## src/rtl/core/power_flow_jacobian_mismatch_macros.svh

```systemverilog
// assertion macros shared by the jacobian and mismatch query unit
`ifndef POWER_FLOW_JACOBIAN_MISMATCH_MACROS_SVH
`define POWER_FLOW_JACOBIAN_MISMATCH_MACROS_SVH

// clocked check, quiet while reset is asserted
`define PFJM_ASSERT(lbl, prop, msg) \
  lbl: assert property (@(posedge clk_i) disable iff (!rst_ni) prop) else $error(msg);

// clocked check that also holds while reset is asserted
`define PFJM_ASSERT_ALWAYS(lbl, prop, msg) \
  lbl: assert property (@(posedge clk_i) prop) else $error(msg);

`endif

```

## src/rtl/core/pfjm_ram.sv

```systemverilog
// generic single-write single-read ram with registered read data
module pfjm_ram #(
  parameter int Width = 32,
  parameter int Depth = 64,
  localparam int AddrW = $clog2(Depth)
) (
  input  logic             clk_i,
  input  logic             we_i,
  input  logic [AddrW-1:0] waddr_i,
  input  logic [Width-1:0] wdata_i,
  input  logic [AddrW-1:0] raddr_i,
  output logic [Width-1:0] rdata_o
);

  logic [Width-1:0] mem_q [Depth];
  logic [Width-1:0] rdata_q;

  // write port and registered read port
  always_ff @(posedge clk_i) begin
    if (we_i) begin
      mem_q[waddr_i] <= wdata_i;
    end
    rdata_q <= mem_q[raddr_i];
  end

  assign rdata_o = rdata_q;

endmodule

```

## config.mk

```make
export PLATFORM = sky130hd
export DESIGN_NAME = pfjm_ram
export DESIGN_NICKNAME = d
export VERILOG_FILES = /design/src/rtl/core/power_flow_jacobian_mismatch_macros.svh /design/src/rtl/core/pfjm_ram.sv
export SDC_FILE = /design/constraint.sdc
export NUM_CORES = 2
export LEC_CHECK = 0
export ABC_AREA = 0
export CAP_MARGIN = 20
export CORE_ASPECT_RATIO = 1.75
export CORE_MARGIN = 3
export CORE_UTILIZATION = 52
export CTS_CLUSTER_DIAMETER = 60
export CTS_CLUSTER_SIZE = 25
export DETAILED_ROUTE_END_ITERATION = 6
export DONT_BUFFER_PORTS = 1
export PLACE_DENSITY = 0.67
export SLEW_MARGIN = 10
export SYNTH_ARGS = -nofsm -noshare
export SYNTH_HDL_FRONTEND = slang
export SYNTH_SLANG_ARGS = --single-unit
```

## constraint.sdc

```tcl
create_clock -name clk_i -period 5.6 [get_ports clk_i]
set_clock_uncertainty 0.1 [all_clocks]
set_input_delay 0.28 -clock clk_i [delete_from_list [all_inputs] [get_ports clk_i]]
set_output_delay 0.28 -clock clk_i [all_outputs]
set_load 0.01 [all_outputs]
```

* Word level (Yosys, flattened, before mapping)
Memories as Yosys holds them, arrays and structs flattened. A register that Yosys moved wholly into a read port is not among the register bits.
Index checks and enable logic that the tools add are counted.
W data, S select, Z words.
** Word-level totals
- Register bits after elaboration :: 0
- Latch bits :: 0
- Bits in writable memories :: 2048
- Memory bits (read-only) :: 0
- Bits of input ports :: 46
- Output and inout port bits :: 32
- Logic and storage cells :: 3
- Memories kept :: 1
** Operators by class
- $add $sub $neg :: 0
- Multiply operators :: 0
- Divide/modulo/power cells :: 0
- $lt $le $gt $ge :: 0
- Equality and inequality tests :: 0
- Shifts and indexed selects :: 0
- Multiplexer cells :: 2
- Bitwise logic cells :: 0
- Reduce and logical (&&, ||, !) cells :: 0
** Memories
- mem_q :: words 64, width 32, read ports 1, clocked after Yosys merged registers in 1, wr ports 1, line pfjm_ram.sv:15 : logic [Width-1:0] mem_q [Depth];
** Operators with widths (count)
- $mux W1 :: 2

* Depth between registers and ports, before layout
- Word-level depth :: 2
- Depth in mapped cells :: 10
- Mapped depth without buffers :: 5

* Worst setup path after synthesis
OpenSTA, ideal clock, no wires.
- Kind :: input-to-reg
- Start :: in waddr_i[3]
- End :: mem mem_q[48][0] (enable)
- Setup time :: 461 ps
- Arrival time :: 2979 ps
- Data required time :: 5039 ps
- Path slack :: 2060 ps
- Stages :: 4
- Buffers on the path :: 1
- Cells stage by stage :: clkbuf_1 > nor2b_1 > nand4b_1 > nor3_1
** RTL lines
- from (decl) :: line pfjm_ram.sv:9 : input logic [AddrW-1:0] waddr_i,
- to (decl) :: line pfjm_ram.sv:15
Straight into the memory's write port.

==> flow_metrics.py <==
metrics = {
    "worst_setup_path": {
        "startpoint_type": "flop",
        "rr_worst_depth": 7,
        "worstPathMaxFanout": 1,
        "required_ns": 6.13,
        "cp-end-kind": "flop",
        "cp.arrival_ns": 4.03,
        "criticalPathCategory": "reg -> reg",
    },
    "placement": {
        "port_buffers": 0,
        "dpl_worst_slack_ns": 2.60,
        "gp_congestion": 0.868,
        "placed_cells": 5206,
        "dp_hpwl_um": 117000,
        "placed_cell_area_mm2": 0.0816,
    },
    "sta": {
        "setup_violations": 0,
        "fin_crit_ns": 3.50,
        "rsz0062_at_grt": "false",
        "setup_ws_ns": 2.10,
        "worst_pin_slew_ns": 1.58,
        "fmax_mhz": 285,
        "setup_tns_ns": 0,
        "period_share": 0.626,
        "slew_headroom": -0.0501,
        "final_hold_viol_count": 0,
        "slew_viol_final": 48,
    },
    "global_route": {
        "antenna_found_initial": 12,
        "grt_max_degree": 514,
        "track_usage": 0.257,
        "grt_pass1_vias": 36400,
        "grt_pass1_wl_um": 280000,
        "gr-total-overflow": 0,
    },
    "layout": {
        "area_growth_syn_to_layout_pct": 9.89,
        "finalInstanceArea_mm2": 0.0863,
        "fin_cells": 5467,
        "drive_gt1_frac": 0.247,
        "fin_nets": 3444,
    },
    "status": {
        "violations": "max-slew violations",
        "status": "finished, violations left",
    },
    "power": {
        "power.total_mw": 27.2,
        "power.density_mw_per_mm2": 315,
        "vdd_drop_max_uv": 290,
        "leakage_nw": 26.0,
    },
    "clock_network": {
        "root_buffer": "clkbuf_16",
        "cts_resized": 0,
        "clk_latency_ns": 0.74,
        "cts_setup_buffers": 0,
        "cts_max_level": 3,
        "cts_tree": "done",
        "cts_buffers": 98,
        "cts_max_path_buffers": 3,
        "clkTransAtPathRegs_ns": 0.10,
        "cts_sinks": 2080,
    },
    "synth": {
        "synthTopCellsByArea": "edfxtp_1, mux4_2, mux2i_1, dfxtp_1, o22ai_1",
        "synth_flop_cell": "edfxtp_1",
        "yosysMostFrequentCell": "edfxtp_1",
        "synth_cell_types": 34,
        "synth_top_area_cell": "edfxtp_1",
        "synth_fp_nets": 3370,
        "ys_seq_elements": 2080,
        "syn_avg_cell_area_um2": 23.6,
        "synth_area_mm2": 0.0785,
        "synth_warnings": 0,
        "yosys-top-cells-count": "edfxtp_1, mux4_2, nor2_1, mux2i_1, o22ai_1",
        "synth.yosys.seq_area_share": 0.791,
        "netlist_instances": 3324,
        "synth_enable_flop_cells": 2048,
        "synth.top_cell.area_share": 0.783,
        "synthArstFlopShare": 0,
    },
    "detailed_routing": {
        "wl_um": 197000,
        "wl_per_cell_um": 36.0,
        "ant_nets": 0,
        "drc_errors": 0,
        "avgViaCountPerCell": 6.52,
        "vias": 35600,
        "drtPass1Iterations": 6,
        "drtIter0Drc": 4389,
    },
    "die": {
        "io-pin-count": 78,
        "die_area_mm2": 0.156,
        "fp.dieW_um": 300,
        "row_count": 188,
        "start_util": 0.523,
        "dieHeight_um": 520,
        "core-area_mm2": 0.150,
    },
    "worst_hold_path": {
        "hold_path.class": "in -> reg",
        "hold_depth": 3,
    },
    "flow_run": {
        "max-cap-violations": 0,
    },
}
power by group:
group	switching, mW	internal, mW
combinational	0.836	0.610
sequential	0.0980	17.2
clock	4.68	3.74
total	5.61	21.6
placed cells by master (no fill, tap or decap), types with 8 or more instances in the layout:
cell type / n
edfxtp_1: 2048
buf_12: 20
clkbuf_16: 103
dfxtp_1: 32
nor2b_1: 14
clkbuf_1: 43
nor2_1: 74
a21oi_1: 62
o221ai_1: 27
buf_16: 52
dlygate4sd3_1: 44
mux2i_1: 93
a311oi_1: 8
o22ai_1: 84
nor2_4: 62
mux4_2: 544
a22oi_1: 12
buf_4: 40
nand2_1: 26
what timing repair did:
| action | CTS | global route |
|---|---|---|
| endpoints found under the hold margin | 2089 | 0 |
| setup endpoints to repair | 0 | 0 |
| hold buffers | 78 | 0 |
critical path: stages (launching register included):
cell	delay, ns
edfxtp_1	0.43
mux4_2	0.50
mux4_2	0.48
dlygate4sd3_1	0.57
o22ai_1	0.14
dlygate4sd3_1	0.59
nor2_1	0.05
dlygate4sd3_1	0.55
registers in the layout, summed over array words and instances (netlist names):
signal,cells
mem_q,2048
rdata_o,32
routing by layer:
metal	vias up	wire, um	track usage
met5	-	12	0
met4	2	10500	0.112
met3	306	14900	0.0390
met2	1663	102000	0.438
met1	19400	69100	0.331
li1	14300	-	-
final timing paths:
path,startpoint,end,slack (ns)
setup / recovery,mem_q[60][7],rdata_o[7],2.10
hold reg to reg,mem_q[12][20],rdata_o[20],0.64
hold / removal,raddr_i[3],rdata_o[12],0.03
setup reg to reg,mem_q[60][7],rdata_o[7],2.10
logic make-up after synthesis:
family | Yosys count | share of synthesized area
flops | 2080 | 0.791
mux | 637 | 0.168
simple gates | 223 | 0.0127
compound gates | 202 | 0.0167
buf+inv | 182 | 0.0113
final cells by class:
type	count	area [um^2]
Fill cell	10600	63800
Clock buffer	146	2740
Antenna cell	1	2.50
Clock inverter	27	354
Multi-Input combinational cell	1062	16000
Sequential cell	2080	62100
Timing Repair Buffer	156	2570
Tap cell	1995	2500
metrics by stage:
stage | util | hold WS (ns)
finish | 0.575 | 0.0319
global route | 0.575 | 0.0172
CTS | 0.574 | 0.00621
detailed placement | 0.544 | 0.282
global placement | 0.539 | 0.284
floorplan | - | 0.279
Power figures use the tool's default switching activity.
