--- src/rtl/core/power_flow_jacobian_mismatch_macros.svh ---
// assertion macros shared by the jacobian and mismatch query unit
`ifndef POWER_FLOW_JACOBIAN_MISMATCH_MACROS_SVH
`define POWER_FLOW_JACOBIAN_MISMATCH_MACROS_SVH

// clocked check, quiet while reset is asserted
`define PFJM_ASSERT(lbl, prop, msg) \
  lbl: assert property (@(posedge clk_i) disable iff (!rst_ni) prop) else $error(msg);

// clocked check that also holds while reset is asserted
`define PFJM_ASSERT_ALWAYS(lbl, prop, msg) \
  lbl: assert property (@(posedge clk_i) prop) else $error(msg);

`endif

--- src/rtl/core/pfjm_pkg.sv ---
// shared types, codes and constants of the jacobian and mismatch query unit
package pfjm_pkg;

  localparam int MaxBusesDefault = 64;
  localparam int FracBitsDefault = 24;
  localparam int ApbAddrW = 4;

  localparam int CordicSteps = 30;
  localparam logic signed [33:0] CordicGainQ30 = 34'sd652032874;

  // arctangent of 2^-i in Q30
  localparam logic [30:0] AtanQ30 [CordicSteps] = '{
    31'd843314856, 31'd497837829, 31'd263043836, 31'd133525158, 31'd67021686,
    31'd33543515, 31'd16775850, 31'd8388437, 31'd4194282, 31'd2097149,
    31'd1048575, 31'd524287, 31'd262143, 31'd131071, 31'd65535, 31'd32767,
    31'd16383, 31'd8191, 31'd4095, 31'd2047, 31'd1023, 31'd511, 31'd255,
    31'd127, 31'd63, 31'd31, 31'd15, 31'd8, 31'd4, 31'd2};

  typedef enum logic [2:0] {
    OpWriteBus   = 3'd0,
    OpWriteAdm   = 3'd1,
    OpWriteOrder = 3'd2,
    OpJacobian   = 3'd3,
    OpMismatch   = 3'd4
  } pfjm_op_e;

  typedef enum logic [1:0] {
    StatusOk    = 2'd0,
    StatusRange = 2'd1,
    StatusSat   = 2'd2
  } pfjm_status_e;

  typedef enum logic [1:0] {
    RegNumPq    = 2'd0,
    RegNumPv    = 2'd1,
    RegNumBuses = 2'd2
  } pfjm_reg_e;

  typedef struct packed {
    logic [2:0]         op;
    logic [5:0]         bus;
    logic [5:0]         other_bus;
    logic [5:0]         position;
    logic [6:0]         row;
    logic [6:0]         col;
    logic signed [31:0] magnitude;
    logic signed [31:0] angle;
    logic signed [31:0] p_spec;
    logic signed [31:0] q_spec;
    logic signed [31:0] conductance;
    logic signed [31:0] susceptance;
  } pfjm_in_t;

  typedef struct packed {
    logic signed [31:0] value;
    logic [1:0]         status;
  } pfjm_out_t;

  typedef struct packed {
    logic [6:0] num_pq;
    logic [6:0] num_pv;
    logic [6:0] num_buses;
  } pfjm_cfg_t;

endpackage

--- src/rtl/core/pfjm_apb.sv ---
// configuration registers behind the apb port
module pfjm_apb
  import pfjm_pkg::*;
(
  input  logic                clk_i,
  input  logic                rst_ni,
  input  logic                psel,
  input  logic                penable,
  input  logic                pwrite,
  input  logic [ApbAddrW-1:0] paddr,
  input  logic [31:0]         pwdata,
  output logic [31:0]         prdata,
  output logic                pready,
  output pfjm_cfg_t           cfg_o
);

  pfjm_cfg_t cfg_q;
  pfjm_reg_e idx;
  logic      wr;

  assign idx = pfjm_reg_e'(paddr[3:2]);
  assign wr  = psel & penable & pwrite;

  // register writes on the access phase
  always_ff @(posedge clk_i or negedge rst_ni) begin
    if (!rst_ni) begin
      cfg_q.num_pq    <= 7'd0;
      cfg_q.num_pv    <= 7'd0;
      cfg_q.num_buses <= 7'd1;
    end else if (wr) begin
      case (idx)
        RegNumPq:    cfg_q.num_pq    <= pwdata[6:0];
        RegNumPv:    cfg_q.num_pv    <= pwdata[6:0];
        RegNumBuses: cfg_q.num_buses <= pwdata[6:0];
        default: ;
      endcase
    end
  end

  // read mux
  always_comb begin
    case (idx)
      RegNumPq:    prdata = {25'b0, cfg_q.num_pq};
      RegNumPv:    prdata = {25'b0, cfg_q.num_pv};
      RegNumBuses: prdata = {25'b0, cfg_q.num_buses};
      default:     prdata = '0;
    endcase
  end

  assign pready = 1'b1;
  assign cfg_o  = cfg_q;

endmodule

--- config.mk ---
export PLATFORM = sky130hd
export DESIGN_NAME = pfjm_apb
export DESIGN_NICKNAME = d
export VERILOG_FILES = /design/src/rtl/core/power_flow_jacobian_mismatch_macros.svh /design/src/rtl/core/pfjm_pkg.sv /design/src/rtl/core/pfjm_apb.sv
export SDC_FILE = /design/constraint.sdc
export NUM_CORES = 1
export LEC_CHECK = 0
export BUFFER_PORTS_ARGS = -buffer_cell sky130_fd_sc_hd__buf_2
export CAP_MARGIN = 10
export CORE_MARGIN = 4
export CORE_UTILIZATION = 40
export DETAILED_ROUTE_END_ITERATION = 12
export GPL_ROUTABILITY_DRIVEN = 0
export PLACE_DENSITY = 0.86
export SYNTH_ARGS = -nofsm -noshare
export SYNTH_HDL_FRONTEND = slang
export SYNTH_SLANG_ARGS = --single-unit
--- constraint.sdc ---
create_clock -name clk_i -period 2.5 [get_ports clk_i]
set_clock_uncertainty 0.1 [all_clocks]
set_input_delay 0.125 -clock clk_i [delete_from_list [all_inputs] [get_ports clk_i]]
set_output_delay 0.125 -clock clk_i [all_outputs]
set_load 0.01 [all_outputs]
After elaboration in Yosys (flattened, before gate mapping)
Cells that the tools add are included.
W data, S select, Z words.
{"block": "totals", "in_bits": 41, "reg_bits": 21, "output_inout_bits": 54}
{"block": "classes", "eq_ne": 2, "muxes": 1, "n_reduce_logical": 4, "bitwise": 2}
{"cell": "$pmux W7 S3", "n": 1}
{"cell": "$reduce_and A2 Y1", "n": 3}
{"cell": "$and A1 B1 Y1", "n": 2}
{"cell": "$eq A2 B1 Y1 const B", "n": 1}
{"cell": "$eq A2 B2 Y1 const B", "n": 1}
{"cell": "$logic_not A2 Y1", "n": 1}

Longest topological paths before layout
{"block": "logic_depth", "depth_word": 3, "ltp_mapped": 4, "mapped_depth_nobuf": 3}

Worst setup path after synthesis
No wires, ideal clock.
{"block": "synth_path", "path_type": "input -> register", "startpoint": "in pwrite", "endpoint": "reg cfg_q, in the netlist cfg_o[10]", "stages": 4, "slack_ns": 1.245, "required_ns": 2.275, "arrival_time_ns": 1.030, "n_path_buf": 1, "path_cell_list": "nand3_2 or3b_1 buf_6 mux2_4"}
{"block": "synth_via", "elab_chain_cells": 2}
{"element": "start: declaration", "line_no": "pfjm_apb.sv:9", "text": "input logic pwrite,"}
{"element": "$and A1 B1 Y1", "line_no": "pfjm_apb.sv:22", "text": "assign wr = psel & penable & pwrite;"}
{"element": "$reduce_and A2 Y1 (no source line)"}
{"element": "end: declaration", "line_no": "pfjm_apb.sv:17", "text": "pfjm_cfg_t cfg_q;"}
No other way between the ends.
A chain may end at the register's enable or synchronous reset.

Final worst setup path
{"block": "layout_path", "startpoint": "in paddr[3]", "endpoint": "out prdata[4]"}
{"block": "layout_via", "elab_chain_cells": 2, "elab_cells_between_ends": 4, "cone_classes": "eq/ne (2); mux (1); reduce/logical (1)"}
{"element": "start: declaration", "line_no": "pfjm_apb.sv:10", "text": "input logic [ApbAddrW-1:0] paddr,"}
{"element": "$eq A2 B2 Y1 (tied with other cells)", "line_no": "pfjm_apb.sv:42", "text": "case (idx)"}
{"element": "$pmux W7 S3 (*)", "line_no": "pfjm_apb.sv:42"}
{"element": "end: declaration", "line_no": "pfjm_apb.sv:12", "text": "output logic [31:0] prdata,"}
Every way passes the cells marked *; elsewhere a longest branch is shown, timed or not.

==> flow_metrics.tcl <==
set metrics [dict create \
    run_status "completed" \
    hold_path_class "in -> async" \
    antenna_found_initial 0 \
    final-seq-area_um2 527 \
    fillers 272 \
    slew_violations 0 \
    clock_latency_ps 300 \
    largest_reg_flops 21 \
    static-leakage-power_nw 0.755 \
    finalSetupTns_ps 0 \
    final_common_cell "buf_2" \
    worstMarginPinSlew_ps 692 \
    start_util 0.428 \
    grt_max_degree 22 \
    ir_worst_vdd_uv 522 \
    cts-root-buf "clkbuf_4" \
    crit_fanout 11 \
    place_inst 166 \
    ys_seq_area_frac 0.439 \
    timing_hold_violations_final 0 \
    startpoint_type "input port" \
    drt-pass1-iter-count 4 \
    cts_buffer_depth 2 \
    setup_violations 0 \
    htree_levels 1 \
    r2r_slack_ps 1610 \
    layout_common_cells "buf_2 (41), conb_1 (26), dfrtp_1 (20)" \
    cap_violations 0 \
    grt_pass1_wl_um 4490 \
    min_period_over_period 0.598 \
    cp-end-kind "primary output" \
    wirelength_um 2700 \
    timing.slew.headroom 0.536 \
    ioPinCount 95 \
    synthDistinctLibCells 15 \
    cts_setup_buffers 0 \
    die_area_um2 3940 \
    cts-buffers-inserted 3 \
    grtUsageTotal 0.148 \
    dr.first_iter.drc_count 26 \
    nNetsFinal 189 \
    area_delta_synth_final_pct 17.9 \
    diodes 0 \
    fin_crit_ps 1500 \
    worstPathRequired_ps 2280 \
    grt_pass1_vias 876 \
    reg2reg_from "cfg_o[3]$_DFFE_PN0P_" \
    rsz0062_at_grt "false" \
    path_class "in -> out" \
    drive_gt1_frac 0.469 \
    arrival_ps 1270 \
    dpl.hpwl_um 1980 \
    vias_per_cell 4.71 \
    syn-cell-area_um2 1200 \
    syn_area_per_cell_um2 12.1 \
    fmax_mhz 668 \
    core_um2 2810 \
    ys_seq_elements 21 \
    hold_ws_ps 189 \
    ys_warn_count 0 \
    clock-sinks 21 \
    vias 838 \
    routedWlPerCell_um 15.2 \
    antenna_left 0 \
    power_density_nw_per_um2 696 \
    route.detailed.drc 0 \
    multi_input_area_um2 539 \
    grt_overflow 0 \
    critPathLaunch "paddr[3]" \
    cts_tree "done" \
    numPortBuffers 41 \
    clkSlewWorstSetupHoldPaths_ps 110 \
    num_rows 19 \
    die_y_um 62.8 \
    finalNonFillerCells 178 \
    syn_inst 99 \
    die_width_um 62.8 \
]
==> report_power, final <==
part	internal [mW]	leakage [nW]	switching (mW)	total, mW
combinational	0.174	0.484	0.168	0.342
clock	0.0622	0.0150	0.0983	0.161
sequential	0.421	0.256	0.0610	0.482
==> layer usage <==
metal / vias up / routed length, µm / track usage
li1: 381 / - / -
met1: 398 / 966 / 0.162
met2: 56 / 1450 / 0.277
met3: 3 / 264 / 0.0396
met4: 0 / 25 / 0.0413
met5: - / 0 / 0
==> worst max-delay path, stage by stage <==
cell and delay [ps]:
buf_2 200, nor2b_1 540, nand2_1 120, o21ai_0 110, buf_2 160
==> stage by stage <==
stage | util | setup WS (ps) | area, µm² | power, mW
floorplan | - | 1240 | 1290 | 0.704
global placement | 0.467 | 851 | 1310 | 0.803
detailed placement | 0.467 | 852 | 1310 | 0.825
CTS | 0.505 | 993 | 1420 | 0.998
global route | 0.505 | 848 | 1420 | 1.06
finish | 0.505 | 1000 | 1420 | 0.985
==> worst paths after layout <==
kind / depth (start not counted) / to
max: 5 / prdata[4]
min: 2 / cfg_o[15]$_DFFE_PN0P_
max reg2reg: 1 / cfg_o[3]$_DFFE_PN0P_
min reg2reg: 1 / cfg_o[18]$_DFFE_PN0P_
max in group asynchronous: 2 / cfg_o[0]$_DFFE_PN1P_
min in group clk_i: 4 / cfg_o[17]$_DFFE_PN0P_
==> layout make-up <==
class                           count  share of cell area
Multi-Input combinational cell     73               0.381
Sequential cell                    21               0.372
Timing Repair Buffer               49               0.201
Tap cell                           31              0.0274
Clock buffer                        4              0.0186
==> kinds of logic after synthesis <==
group                  count (synthesis)  share of synthesized area
and+or+nand+nor                       12                     0.0615
buffers and inverters                 29                      0.187
other                                  2                    0.00625
muxes                                 28                      0.277
AOI/OAI and AO/OA                      7                     0.0292
DFF                                   21                      0.439
==> synthesized netlist by cell type (all sizes together) <==
cell type / count / area (µm²)
nand3: 1 / 10.0
dfstp: 1 / 26.3
nor2b: 1 / 6.26
nand2: 7 / 26.3
o21ai: 7 / 35.0
nor3b: 1 / 12.5
buf: 29 / 225
mux2: 21 / 263
dfrtp: 20 / 500
nor3: 1 / 10.0
or3b: 1 / 8.76
conb: 2 / 7.51
mux2i: 7 / 70.1
==> timing repair <==
action	in CTS	in global routing
gates resized for setup	0	0
hold buffers	8	0
hold endpoints to repair	41	0
Power figures use the tool's default switching activity.
