<file path="src/rtl/core/power_flow_jacobian_mismatch_macros.svh">
// assertion macros shared by the jacobian and mismatch query unit
`ifndef POWER_FLOW_JACOBIAN_MISMATCH_MACROS_SVH
`define POWER_FLOW_JACOBIAN_MISMATCH_MACROS_SVH

// clocked check, quiet while reset is asserted
`define PFJM_ASSERT(lbl, prop, msg) \
  lbl: assert property (@(posedge clk_i) disable iff (!rst_ni) prop) else $error(msg);

// clocked check that also holds while reset is asserted
`define PFJM_ASSERT_ALWAYS(lbl, prop, msg) \
  lbl: assert property (@(posedge clk_i) prop) else $error(msg);

`endif

</file>
<file path="src/rtl/core/pfjm_pkg.sv">
// shared types, codes and constants of the jacobian and mismatch query unit
package pfjm_pkg;

  localparam int MaxBusesDefault = 64;
  localparam int FracBitsDefault = 24;
  localparam int ApbAddrW = 4;

  localparam int CordicSteps = 30;
  localparam logic signed [33:0] CordicGainQ30 = 34'sd652032874;

  // arctangent of 2^-i in Q30
  localparam logic [30:0] AtanQ30 [CordicSteps] = '{
    31'd843314856, 31'd497837829, 31'd263043836, 31'd133525158, 31'd67021686,
    31'd33543515, 31'd16775850, 31'd8388437, 31'd4194282, 31'd2097149,
    31'd1048575, 31'd524287, 31'd262143, 31'd131071, 31'd65535, 31'd32767,
    31'd16383, 31'd8191, 31'd4095, 31'd2047, 31'd1023, 31'd511, 31'd255,
    31'd127, 31'd63, 31'd31, 31'd15, 31'd8, 31'd4, 31'd2};

  typedef enum logic [2:0] {
    OpWriteBus   = 3'd0,
    OpWriteAdm   = 3'd1,
    OpWriteOrder = 3'd2,
    OpJacobian   = 3'd3,
    OpMismatch   = 3'd4
  } pfjm_op_e;

  typedef enum logic [1:0] {
    StatusOk    = 2'd0,
    StatusRange = 2'd1,
    StatusSat   = 2'd2
  } pfjm_status_e;

  typedef enum logic [1:0] {
    RegNumPq    = 2'd0,
    RegNumPv    = 2'd1,
    RegNumBuses = 2'd2
  } pfjm_reg_e;

  typedef struct packed {
    logic [2:0]         op;
    logic [5:0]         bus;
    logic [5:0]         other_bus;
    logic [5:0]         position;
    logic [6:0]         row;
    logic [6:0]         col;
    logic signed [31:0] magnitude;
    logic signed [31:0] angle;
    logic signed [31:0] p_spec;
    logic signed [31:0] q_spec;
    logic signed [31:0] conductance;
    logic signed [31:0] susceptance;
  } pfjm_in_t;

  typedef struct packed {
    logic signed [31:0] value;
    logic [1:0]         status;
  } pfjm_out_t;

  typedef struct packed {
    logic [6:0] num_pq;
    logic [6:0] num_pv;
    logic [6:0] num_buses;
  } pfjm_cfg_t;

endpackage

</file>
<file path="src/rtl/core/pfjm_cordic.sv">
// iterative angle reduction and cordic sine and cosine unit
module pfjm_cordic
  import pfjm_pkg::*;
#(
  parameter int FracBits = FracBitsDefault
) (
  input  logic               clk_i,
  input  logic               rst_ni,
  input  logic               start_i,
  input  logic signed [32:0] diff_i,
  output logic               done_o,
  output logic signed [31:0] sin_o,
  output logic signed [31:0] cos_o
);

  localparam int Shift = 30 - FracBits;
  localparam int RedSteps = 31 - FracBits;
  localparam logic [63:0] PiQ60 = 64'h3243F6A8885A308D;
  localparam logic [63:0] PiW = (PiQ60 + (64'd1 << (59 - FracBits))) >> (60 - FracBits);
  localparam logic [63:0] TwoPiW = (PiQ60 + (64'd1 << (58 - FracBits))) >> (59 - FracBits);
  localparam logic [63:0] HalfPiW = (PiQ60 + (64'd1 << (60 - FracBits))) >> (61 - FracBits);
  localparam logic signed [33:0] Pi = 34'(PiW);
  localparam logic signed [33:0] TwoPi = 34'(TwoPiW);
  localparam logic signed [33:0] HalfPi = 34'(HalfPiW);
  localparam logic [39:0] TwoPi40 = 40'(TwoPiW);

  typedef enum logic [2:0] {CIdle, CReduce, CFold, CRotate, CFinish} state_e;

  state_e             state_q;
  logic [4:0]         cnt_q;
  logic [33:0]        rem_q;
  logic               dneg_q;
  logic               fneg_q;
  logic signed [33:0] x_q;
  logic signed [33:0] y_q;
  logic signed [33:0] z_q;
  logic signed [31:0] sin_q;
  logic signed [31:0] cos_q;
  logic               done_q;

  logic signed [33:0] d_ext;
  logic [33:0]        d_abs;
  logic [39:0]        tp_sh;
  logic               rem_ge;
  logic signed [33:0] r0;
  logic signed [33:0] r1;
  logic signed [33:0] r2;
  logic               fold_neg;
  logic signed [33:0] xs;
  logic signed [33:0] ys;
  logic signed [33:0] at;
  logic signed [33:0] xf;
  logic signed [33:0] yf;

  // magnitude of the difference, reduction compare, folding and rotation terms
  always_comb begin
    d_ext = {diff_i[32], diff_i};
    d_abs = d_ext[33] ? 34'(-d_ext) : 34'(d_ext);
    tp_sh = TwoPi40 << cnt_q;
    rem_ge = {6'b0, rem_q} >= tp_sh;
    r0 = dneg_q ? -$signed(rem_q) : $signed(rem_q);
    if (r0 > Pi) begin
      r1 = r0 - TwoPi;
    end else if (r0 < -Pi) begin
      r1 = r0 + TwoPi;
    end else begin
      r1 = r0;
    end
    fold_neg = 1'b0;
    if (r1 > HalfPi) begin
      r2 = r1 - Pi;
      fold_neg = 1'b1;
    end else if (r1 < -HalfPi) begin
      r2 = r1 + Pi;
      fold_neg = 1'b1;
    end else begin
      r2 = r1;
    end
    xs = x_q >>> cnt_q;
    ys = y_q >>> cnt_q;
    at = $signed({3'b0, AtanQ30[cnt_q]});
    xf = fneg_q ? -x_q : x_q;
    yf = fneg_q ? -y_q : y_q;
  end

  // sequencer: modulo by shift and subtract, fold, then one rotation per cycle
  always_ff @(posedge clk_i or negedge rst_ni) begin
    if (!rst_ni) begin
      state_q <= CIdle;
      cnt_q   <= '0;
      rem_q   <= '0;
      dneg_q  <= 1'b0;
      fneg_q  <= 1'b0;
      x_q     <= '0;
      y_q     <= '0;
      z_q     <= '0;
      sin_q   <= '0;
      cos_q   <= '0;
      done_q  <= 1'b0;
    end else begin
      done_q <= 1'b0;
      case (state_q)
        CIdle: begin
          if (start_i) begin
            rem_q   <= d_abs;
            dneg_q  <= diff_i[32];
            cnt_q   <= 5'(RedSteps - 1);
            state_q <= CReduce;
          end
        end
        CReduce: begin
          if (rem_ge) begin
            rem_q <= rem_q - tp_sh[33:0];
          end
          if (cnt_q == '0) begin
            state_q <= CFold;
          end else begin
            cnt_q <= cnt_q - 5'd1;
          end
        end
        CFold: begin
          z_q     <= r2 <<< Shift;
          x_q     <= CordicGainQ30;
          y_q     <= '0;
          fneg_q  <= fold_neg;
          cnt_q   <= '0;
          state_q <= CRotate;
        end
        CRotate: begin
          if (z_q >= 0) begin
            x_q <= x_q - ys;
            y_q <= y_q + xs;
            z_q <= z_q - at;
          end else begin
            x_q <= x_q + ys;
            y_q <= y_q - xs;
            z_q <= z_q + at;
          end
          if (cnt_q == 5'(CordicSteps - 1)) begin
            state_q <= CFinish;
          end else begin
            cnt_q <= cnt_q + 5'd1;
          end
        end
        CFinish: begin
          cos_q   <= 32'(xf >>> Shift);
          sin_q   <= 32'(yf >>> Shift);
          done_q  <= 1'b1;
          state_q <= CIdle;
        end
        default: state_q <= CIdle;
      endcase
    end
  end

  assign done_o = done_q;
  assign sin_o  = sin_q;
  assign cos_o  = cos_q;

endmodule

</file>
<file path="config.mk">
export PLATFORM = sky130hd
export DESIGN_NAME = pfjm_cordic
export DESIGN_NICKNAME = d
export VERILOG_FILES = /design/src/rtl/core/power_flow_jacobian_mismatch_macros.svh /design/src/rtl/core/pfjm_pkg.sv /design/src/rtl/core/pfjm_cordic.sv
export SDC_FILE = /design/constraint.sdc
export NUM_CORES = 1
export LEC_CHECK = 0
export BUFFER_PORTS_ARGS = -buffer_cell sky130_fd_sc_hd__buf_2
export CORE_MARGIN = 3
export CORE_UTILIZATION = 60
export DETAILED_ROUTE_END_ITERATION = 10
export PLACE_DENSITY = 0.78
export SETUP_SLACK_MARGIN = 0.1
export SLEW_MARGIN = 20
export SYNTH_ARGS = -nofsm -noshare
export SYNTH_HDL_FRONTEND = slang
export SYNTH_SLANG_ARGS = --single-unit
</file>
<file path="constraint.sdc">
create_clock -name clk_i -period 21.7 [get_ports clk_i]
set_input_delay 0 -clock clk_i [delete_from_list [all_inputs] [get_ports clk_i]]
set_output_delay 0 -clock clk_i [all_outputs]
set_load 0.02 [all_outputs]
</file>
Word level (Yosys, flattened, before mapping)
Memories as Yosys holds them, arrays and structs flattened.
Index checks and enable logic that the tools add are counted.
{"block": "totals", "mem_count": 1, "elab_cells": 90, "rom_bits": 992, "out_inout_bits": 65, "inputBits": 36, "register_bits": 203}
{"memory": "(no name shown)", "depth": 32, "word_bits": 31, "read_ports": 1, "rd_clocked_by_memory_dff": 0, "write_ports": 0, "line": "pfjm_cordic.sv:81", "text": "at = $signed({3'b0, AtanQ30[cnt_q]});"}
{"block": "op_classes", "n_shift": 3, "magnitude_cmp": 7, "n_reduce_logical": 9, "addsub": 17, "eq_ne": 11, "bitwise_logic": 1, "mux": 30}
{"cell": "$mux W34", "count": 11}
{"cell": "$pmux W34 S2", "count": 4}
{"cell": "$neg A34 Y34", "count": 3}
{"cell": "$sub A34 B34 Y34", "count": 3}
{"cell": "$add A34 B34 Y34", "count": 2}
{"cell": "$sshr A34 B5 Y34", "count": 2}
{"cell": "$mux W31", "count": 2}
{"cell": "$mux W28", "count": 2}
{"cell": "$ge A34 B40 Y1", "count": 1}
{"cell": "$shl A27 B5 Y40 const A", "count": 1}
{"cell": "$add A34 B28 Y34 const B", "count": 1}
{"cell": "$add A34 B32 Y34", "count": 1}
{"cell": "$ge A34 B1 Y1 const B", "count": 1}
{"cell": "$gt A34 B26 Y1 const B", "count": 1}
{"cell": "$gt A34 B27 Y1 const B", "count": 1}
{"cell": "$lt A34 B26 Y1 const B", "count": 1}
{"cell": "$lt A34 B27 Y1 const B", "count": 1}
{"cell": "$neg A33 Y34", "count": 1}
{"cell": "$sub A34 B28 Y34 const B", "count": 1}
{"cell": "$sub A34 B32 Y34", "count": 1}
{"cell": "$add A28 B27 Y28 const B", "count": 1}
{"cell": "$sub A28 B27 Y28 const B", "count": 1}
{"cell": "$pmux W5 S4", "count": 1}
{"cell": "$mux W5", "count": 3}
{"cell": "19 further kinds", "count": 31}

Logic depth before layout (Yosys ltp)
{"block": "depth", "word_depth": 9, "ltp_mapped": 37, "mapped_depth_nobuf": 30}

Least setup slack after synthesis
Ideal clock, no wire load.
{"block": "synth_timing", "kind": "register -> register", "startpoint": "register cnt_q[0]", "endpoint": "register x_q[32]", "required_ns": 21.560, "setup_ns": 0.140, "t_arrival_ns": 7.908, "setup_slack_ns": 13.652, "path_buffers": 5, "synth_period_minus_slack_ns": 8.048, "path_stages_with_launch": 33, "path_cell_list": "dfrtp_1 -> buf_2 -> buf_2 -> buf_2 -> buf_1 -> clkbuf_1 -> mux2i_1 -> mux4_2 -> nor2_1 -> a21oi_1 -> mux2i_1 -> inv_1 -> ha_1 -> nor2_1 -> a21o_1 -> fa_1 -> a21o_1 -> a21o_1 -> a2111oi_0 -> nor3_1 -> a41o_1 -> o41a_1 -> a41oi_1 -> a2111oi_0 -> o21a_1 -> o21a_1 -> o41a_1 -> a211oi_1 -> a21oi_1 -> a311oi_1 -> o21ai_0 -> xnor2_1 -> o21ai_0"}
{"block": "synth_via", "elab_chain_len": 4, "elab_cells_between_ends": 5, "cone_classes": "add/sub (2); shift (1); mux (2)"}
{"item": "from (decl)", "line": "pfjm_cordic.sv:30", "text": "logic [4:0] cnt_q;"}
{"item": "from (signal assigned)", "line": "pfjm_cordic.sv:107", "text": "cnt_q <= 5'(RedSteps - 1);"}
{"item": "from (signal assigned)", "line": "pfjm_cordic.sv:118", "text": "cnt_q <= cnt_q - 5'd1;"}
{"item": "from (signal assigned)", "line": "pfjm_cordic.sv:142", "text": "cnt_q <= cnt_q + 5'd1;"}
{"item": "$sshr A34 B5 Y34 *", "line": "pfjm_cordic.sv:80", "text": "ys = y_q >>> cnt_q;"}
{"item": "$add A34 B34 Y34 / $sub A34 B34 Y34 (equally long branches)", "line": "pfjm_cordic.sv:135, pfjm_cordic.sv:131"}
{"item": "$mux W34 *", "line": "pfjm_cordic.sv:130", "text": "if (z_q >= 0) begin"}
{"item": "$pmux W34 S2 *", "line": "pfjm_cordic.sv:102", "text": "case (state_q)"}
{"item": "to (signal assigned)", "line": "pfjm_cordic.sv:123", "text": "x_q <= CordicGainQ30;"}
{"item": "to (signal assigned)", "line": "pfjm_cordic.sv:131", "text": "x_q <= x_q - ys;"}
{"item": "to (signal assigned)", "line": "pfjm_cordic.sv:135", "text": "x_q <= x_q + ys;"}
{"item": "to (decl)", "line": "pfjm_cordic.sv:34", "text": "logic signed [33:0] x_q;"}
Every way passes the cells marked *; elsewhere a longest branch is shown, timed or not.
A chain may end at the register's enable or synchronous reset.

Worst setup path after layout
{"block": "layout_timing", "startpoint": "register cnt_q[0]", "endpoint": "register z_q[31]"}
{"block": "layout_via", "elab_chain_len": 7, "elab_cells_between_ends": 8, "cone_classes": "add/sub (2); mux (4); bitwise (1); memory (1)"}
{"item": "$not A5 Y6 (not written as such) *", "line": "pfjm_cordic.sv:81"}
{"item": "$mem_v2 Z32 W31 *"}
{"item": "$mux W31 (not written as such) * (2 in series)", "line": "pfjm_cordic.sv:81"}
{"item": "$add A34 B32 Y34 / $sub A34 B32 Y34 (equally long branches)", "line": "pfjm_cordic.sv:137, pfjm_cordic.sv:133"}
{"item": "$mux W34 *", "line": "pfjm_cordic.sv:130"}
{"item": "$pmux W34 S2 *", "line": "pfjm_cordic.sv:102"}
{"item": "to (signal assigned)", "line": "pfjm_cordic.sv:122", "text": "z_q <= r2 <<< Shift;"}
{"item": "to (signal assigned)", "line": "pfjm_cordic.sv:133", "text": "z_q <= z_q - at;"}
{"item": "to (signal assigned)", "line": "pfjm_cordic.sv:137", "text": "z_q <= z_q + at;"}
{"item": "to (decl)", "line": "pfjm_cordic.sv:36", "text": "logic signed [33:0] z_q;"}
Every way passes the cells marked *; elsewhere a longest branch is shown, timed or not. The select of a mux whose other input is x is not followed.

==> impl_metrics.env <==
export IMPL_criticalPathCategory="reg2reg"
export IMPL_final_cell_mix="394 x nand2_1, 327 x nor2_1, 309 x o21ai_0"
export IMPL_cts_setup_buffers=0
export IMPL_synthFlopType="dfrtp_1"
export IMPL_cp_depth=28
export IMPL_first_global_vias=26500
export IMPL_fillers=3767
export IMPL_cts_buffers_inserted=24
export IMPL_final_core_util_pct=65.5
export IMPL_setup_ws_ns=13.65
export IMPL_ys_types=106
export IMPL_syn_inst=3516
export IMPL_drtIter0Drc=2702
export IMPL_dp_hpwl_mm=65.7
export IMPL_dieHeight_um=217
export IMPL_relSlewSlack_pct=26.1
export IMPL_cts_resized=0
export IMPL_end_kind="flip-flop"
export IMPL_syn_cell_area_um2=26800
export IMPL_root_buffer="clkbuf_16"
export IMPL_path_max_fanout=20
export IMPL_crit_family="compound AO/OA/AOI/OAI gates"
export IMPL_tns_ns=0
export IMPL_cap_violations=0
export IMPL_hold_viol=0
export IMPL_arrival_ns=8.52
export IMPL_worstPathRequired_ns=22.17
export IMPL_cp_buffers_inverters=3
export IMPL_synth_edf_count=0
export IMPL_slew_violations=0
export IMPL_total_power_w=0.00381
export IMPL_synth_nets=3706
export IMPL_reg2reg_from="cnt_q[0]"
export IMPL_grt_max_degree=93
export IMPL_cts_buffer_depth=3
export IMPL_hp_class="in2reg"
export IMPL_port_buffers=100
export IMPL_clk_pin_slew_worst_paths_ns=0.06
export IMPL_diodes=0
export IMPL_final_common_cell="nand2_1"
export IMPL_area_delta_synth_final_pct=6.59
export IMPL_ios=101
export IMPL_viasPerCell=6.78
export IMPL_cts_sinks=203
export IMPL_grt_use_total_pct=36.9
export IMPL_fmax_ghz=0.124
export IMPL_status="completed"
export IMPL_cts_tree="yes"
export IMPL_leakagePower_nw=12.1
export IMPL_startpoint="cnt_q[0]"
export IMPL_reg2reg_slack_ns=13.65
export IMPL_setup_viol=0
export IMPL_finalCriticalPeriod_ns=8.05
export IMPL_yosys_warnings=0
export IMPL_irDropWorstVdd_v=0.000125
export IMPL_cp_endpoint="z_q[31]"
export IMPL_antenna_violating_nets_post_route=0
export IMPL_cp_start_kind="flip-flop"
export IMPL_synth_avg_cell_area_um2=7.62
export IMPL_skew_ns=0.0159
export IMPL_die_area_um2=47300
export IMPL_htreeDepth=1
export IMPL_period_share_pct=37.1
export IMPL_drc=0
export IMPL_grt_ovfl_total=0
export IMPL_ys_ff_latch=203
export IMPL_vias=27700
export IMPL_fin_hold_ws_ns=0.0465
export IMPL_grt_first_pass_wirelength_mm=142
export IMPL_detail_route_wl_per_cell_um=22.0
export IMPL_synth_async_sr_flop_share_pct=100
export IMPL_worst_r2r_cell_count=28
export IMPL_regToRegEndpoint="z_q[31]"
export IMPL_tightestPinTransition_ns=1.11
export IMPL_initial_core_util_pct=61.4
export IMPL_fp_row_count=76
export IMPL_power_density_nw_per_um2=133
export IMPL_max_stage_delay_ns=0.76
export IMPL_nets=3672
export IMPL_clk_insertion_delay_late_ns=0.56
export IMPL_layout_drive_gt1_share_pct=10.5
export IMPL_cp_common_cell="nor2_1"
export IMPL_gp_congestion=1.01
export IMPL_routed_wl_mm=89.9
export IMPL_ys_seq_area_share_pct=18.9
export IMPL_die_width_um=217
export IMPL_drt_pass1_iter_count=6
export IMPL_core_area_um2=43600
export IMPL_antenna_found_initial=0
export IMPL_rsz0062_at_grt="false"
export IMPL_crit_slowest_cell="o32ai_1"
export IMPL_pre_cts_ws_ns=13.50
-- cells in the mapped netlist, types with 20 or more instances --
cell type	number	share of area, %
o21a_1	25	0.70
clkbuf_1	148	2.1
and3_1	20	0.47
a31oi_1	32	0.75
nand2b_1	62	1.4
xor2_1	178	5.8
mux2i_1	49	1.8
buf_2	29	0.54
or4_1	23	0.64
o211ai_1	21	0.59
nand3_1	67	1.3
nor3_1	96	1.8
buf_1	30	0.42
nor4_1	21	0.49
o21ai_0	309	5.8
a21o_1	41	1.1
and2_1	30	0.70
o22ai_1	48	1.1
nor2b_1	29	0.68
inv_1	88	1.2
o31ai_1	53	1.5
ha_1	149	7.0
a211oi_1	31	0.87
mux2_2	32	1.3
nand4_1	26	0.61
dfrtp_1	203	19
a21oi_1	296	5.5
nor2_1	327	4.6
nand2_1	395	5.5
or2_2	29	0.68
or3_1	41	0.96
xnor2_1	190	6.2
mux4_2	62	5.2
-- registers in the layout, summed over array words and instances, names as in the netlist --
name,count
cnt_q,5
cos_o,28
dneg_q,1
done_o,1
fneg_q,1
rem_q,34
sin_o,28
state_q,3
x_q,34
y_q,34
z_q,34
-- metrics by stage --
stage	instances	area [um^2]
after global placement	4005	27400
final	4084	28600
after global routing	4084	28600
after CTS	4083	28500
after detailed placement	4005	27400
after floorplan	3516	26800
-- where the power goes --
part / internal, W / switching (W)
sequential: 0.000515 / 0.000244
clock: 0.000265 / 0.000173
combinational: 0.00118 / 0.00143
total: 0.00196 / 0.00185
-- repair_timing --
| item | 4_1_cts | 5_1_grt |
|---|---|---|
| endpoints found under the setup margin | 0 | 0 |
| endpoints found under the hold margin | 124 | 0 |
| hold buffers | 35 | 0 |
-- worst reg2reg max path, delay by kind of cell, from the launching register on --
| kind | cells | cell delay, ns |
|---|---|---|
| AO/OA/AOI/OAI | 9 | 2.65 |
| flip-flops | 1 | 0.59 |
| AND/OR/NAND/NOR | 10 | 2.36 |
| buffers and inverters | 3 | 0.70 |
| XOR/XNOR | 2 | 0.41 |
| adder cells (fa/ha/maj) | 3 | 1.15 |
| multiplexers | 1 | 0.09 |
-- logic make-up after synthesis --
family / share of synthesized area (%)
AO/OA/AOI/OAI: 25.9
XOR/XNOR: 12.5
adder cells (fa/ha/maj): 7.33
buffers and inverters: 4.93
flip-flops: 18.9
multiplexers: 8.42
AND/OR/NAND/NOR: 22.0
-- worst min-delay path by stage --
stage / from / endpoint / slack, ns / depth (start not counted)
6_report: diff_i[1] / rem_q[1] / 0.05 / 5
5_1_grt: diff_i[1] / rem_q[1] / 0.09 / 5
4_1_cts: diff_i[1] / rem_q[1] / 0.02 / 5
3_5_place_dp: rst_ni / done_o / 0.11 / 1
3_3_place_gp: rst_ni / sin_o[18] / 0.11 / 1
2_1_floorplan: rst_ni / cnt_q[0] / -0.30 / 0
-- cell type report --
class	instances	area (um^2)	area share, %
clock buffer	34	679	2.38
timing repair buffer	169	1130	3.97
tap	585	732	2.56
sequential	203	5090	17.8
clock inverter	9	153	0.534
inverter	93	349	1.22
multi-input combinational	2991	20400	71.5
-- routing by layer --
layer | track usage, % | vias to the layer above | routed length [um]
li1 | - | 12700 | -
met1 | 43.9 | 13200 | 34100
met2 | 64.1 | 1366 | 43000
met3 | 4.50 | 351 | 6600
met4 | 21.6 | 0 | 6260
met5 | 0 | - | 0
Power figures use the tool's default switching activity.
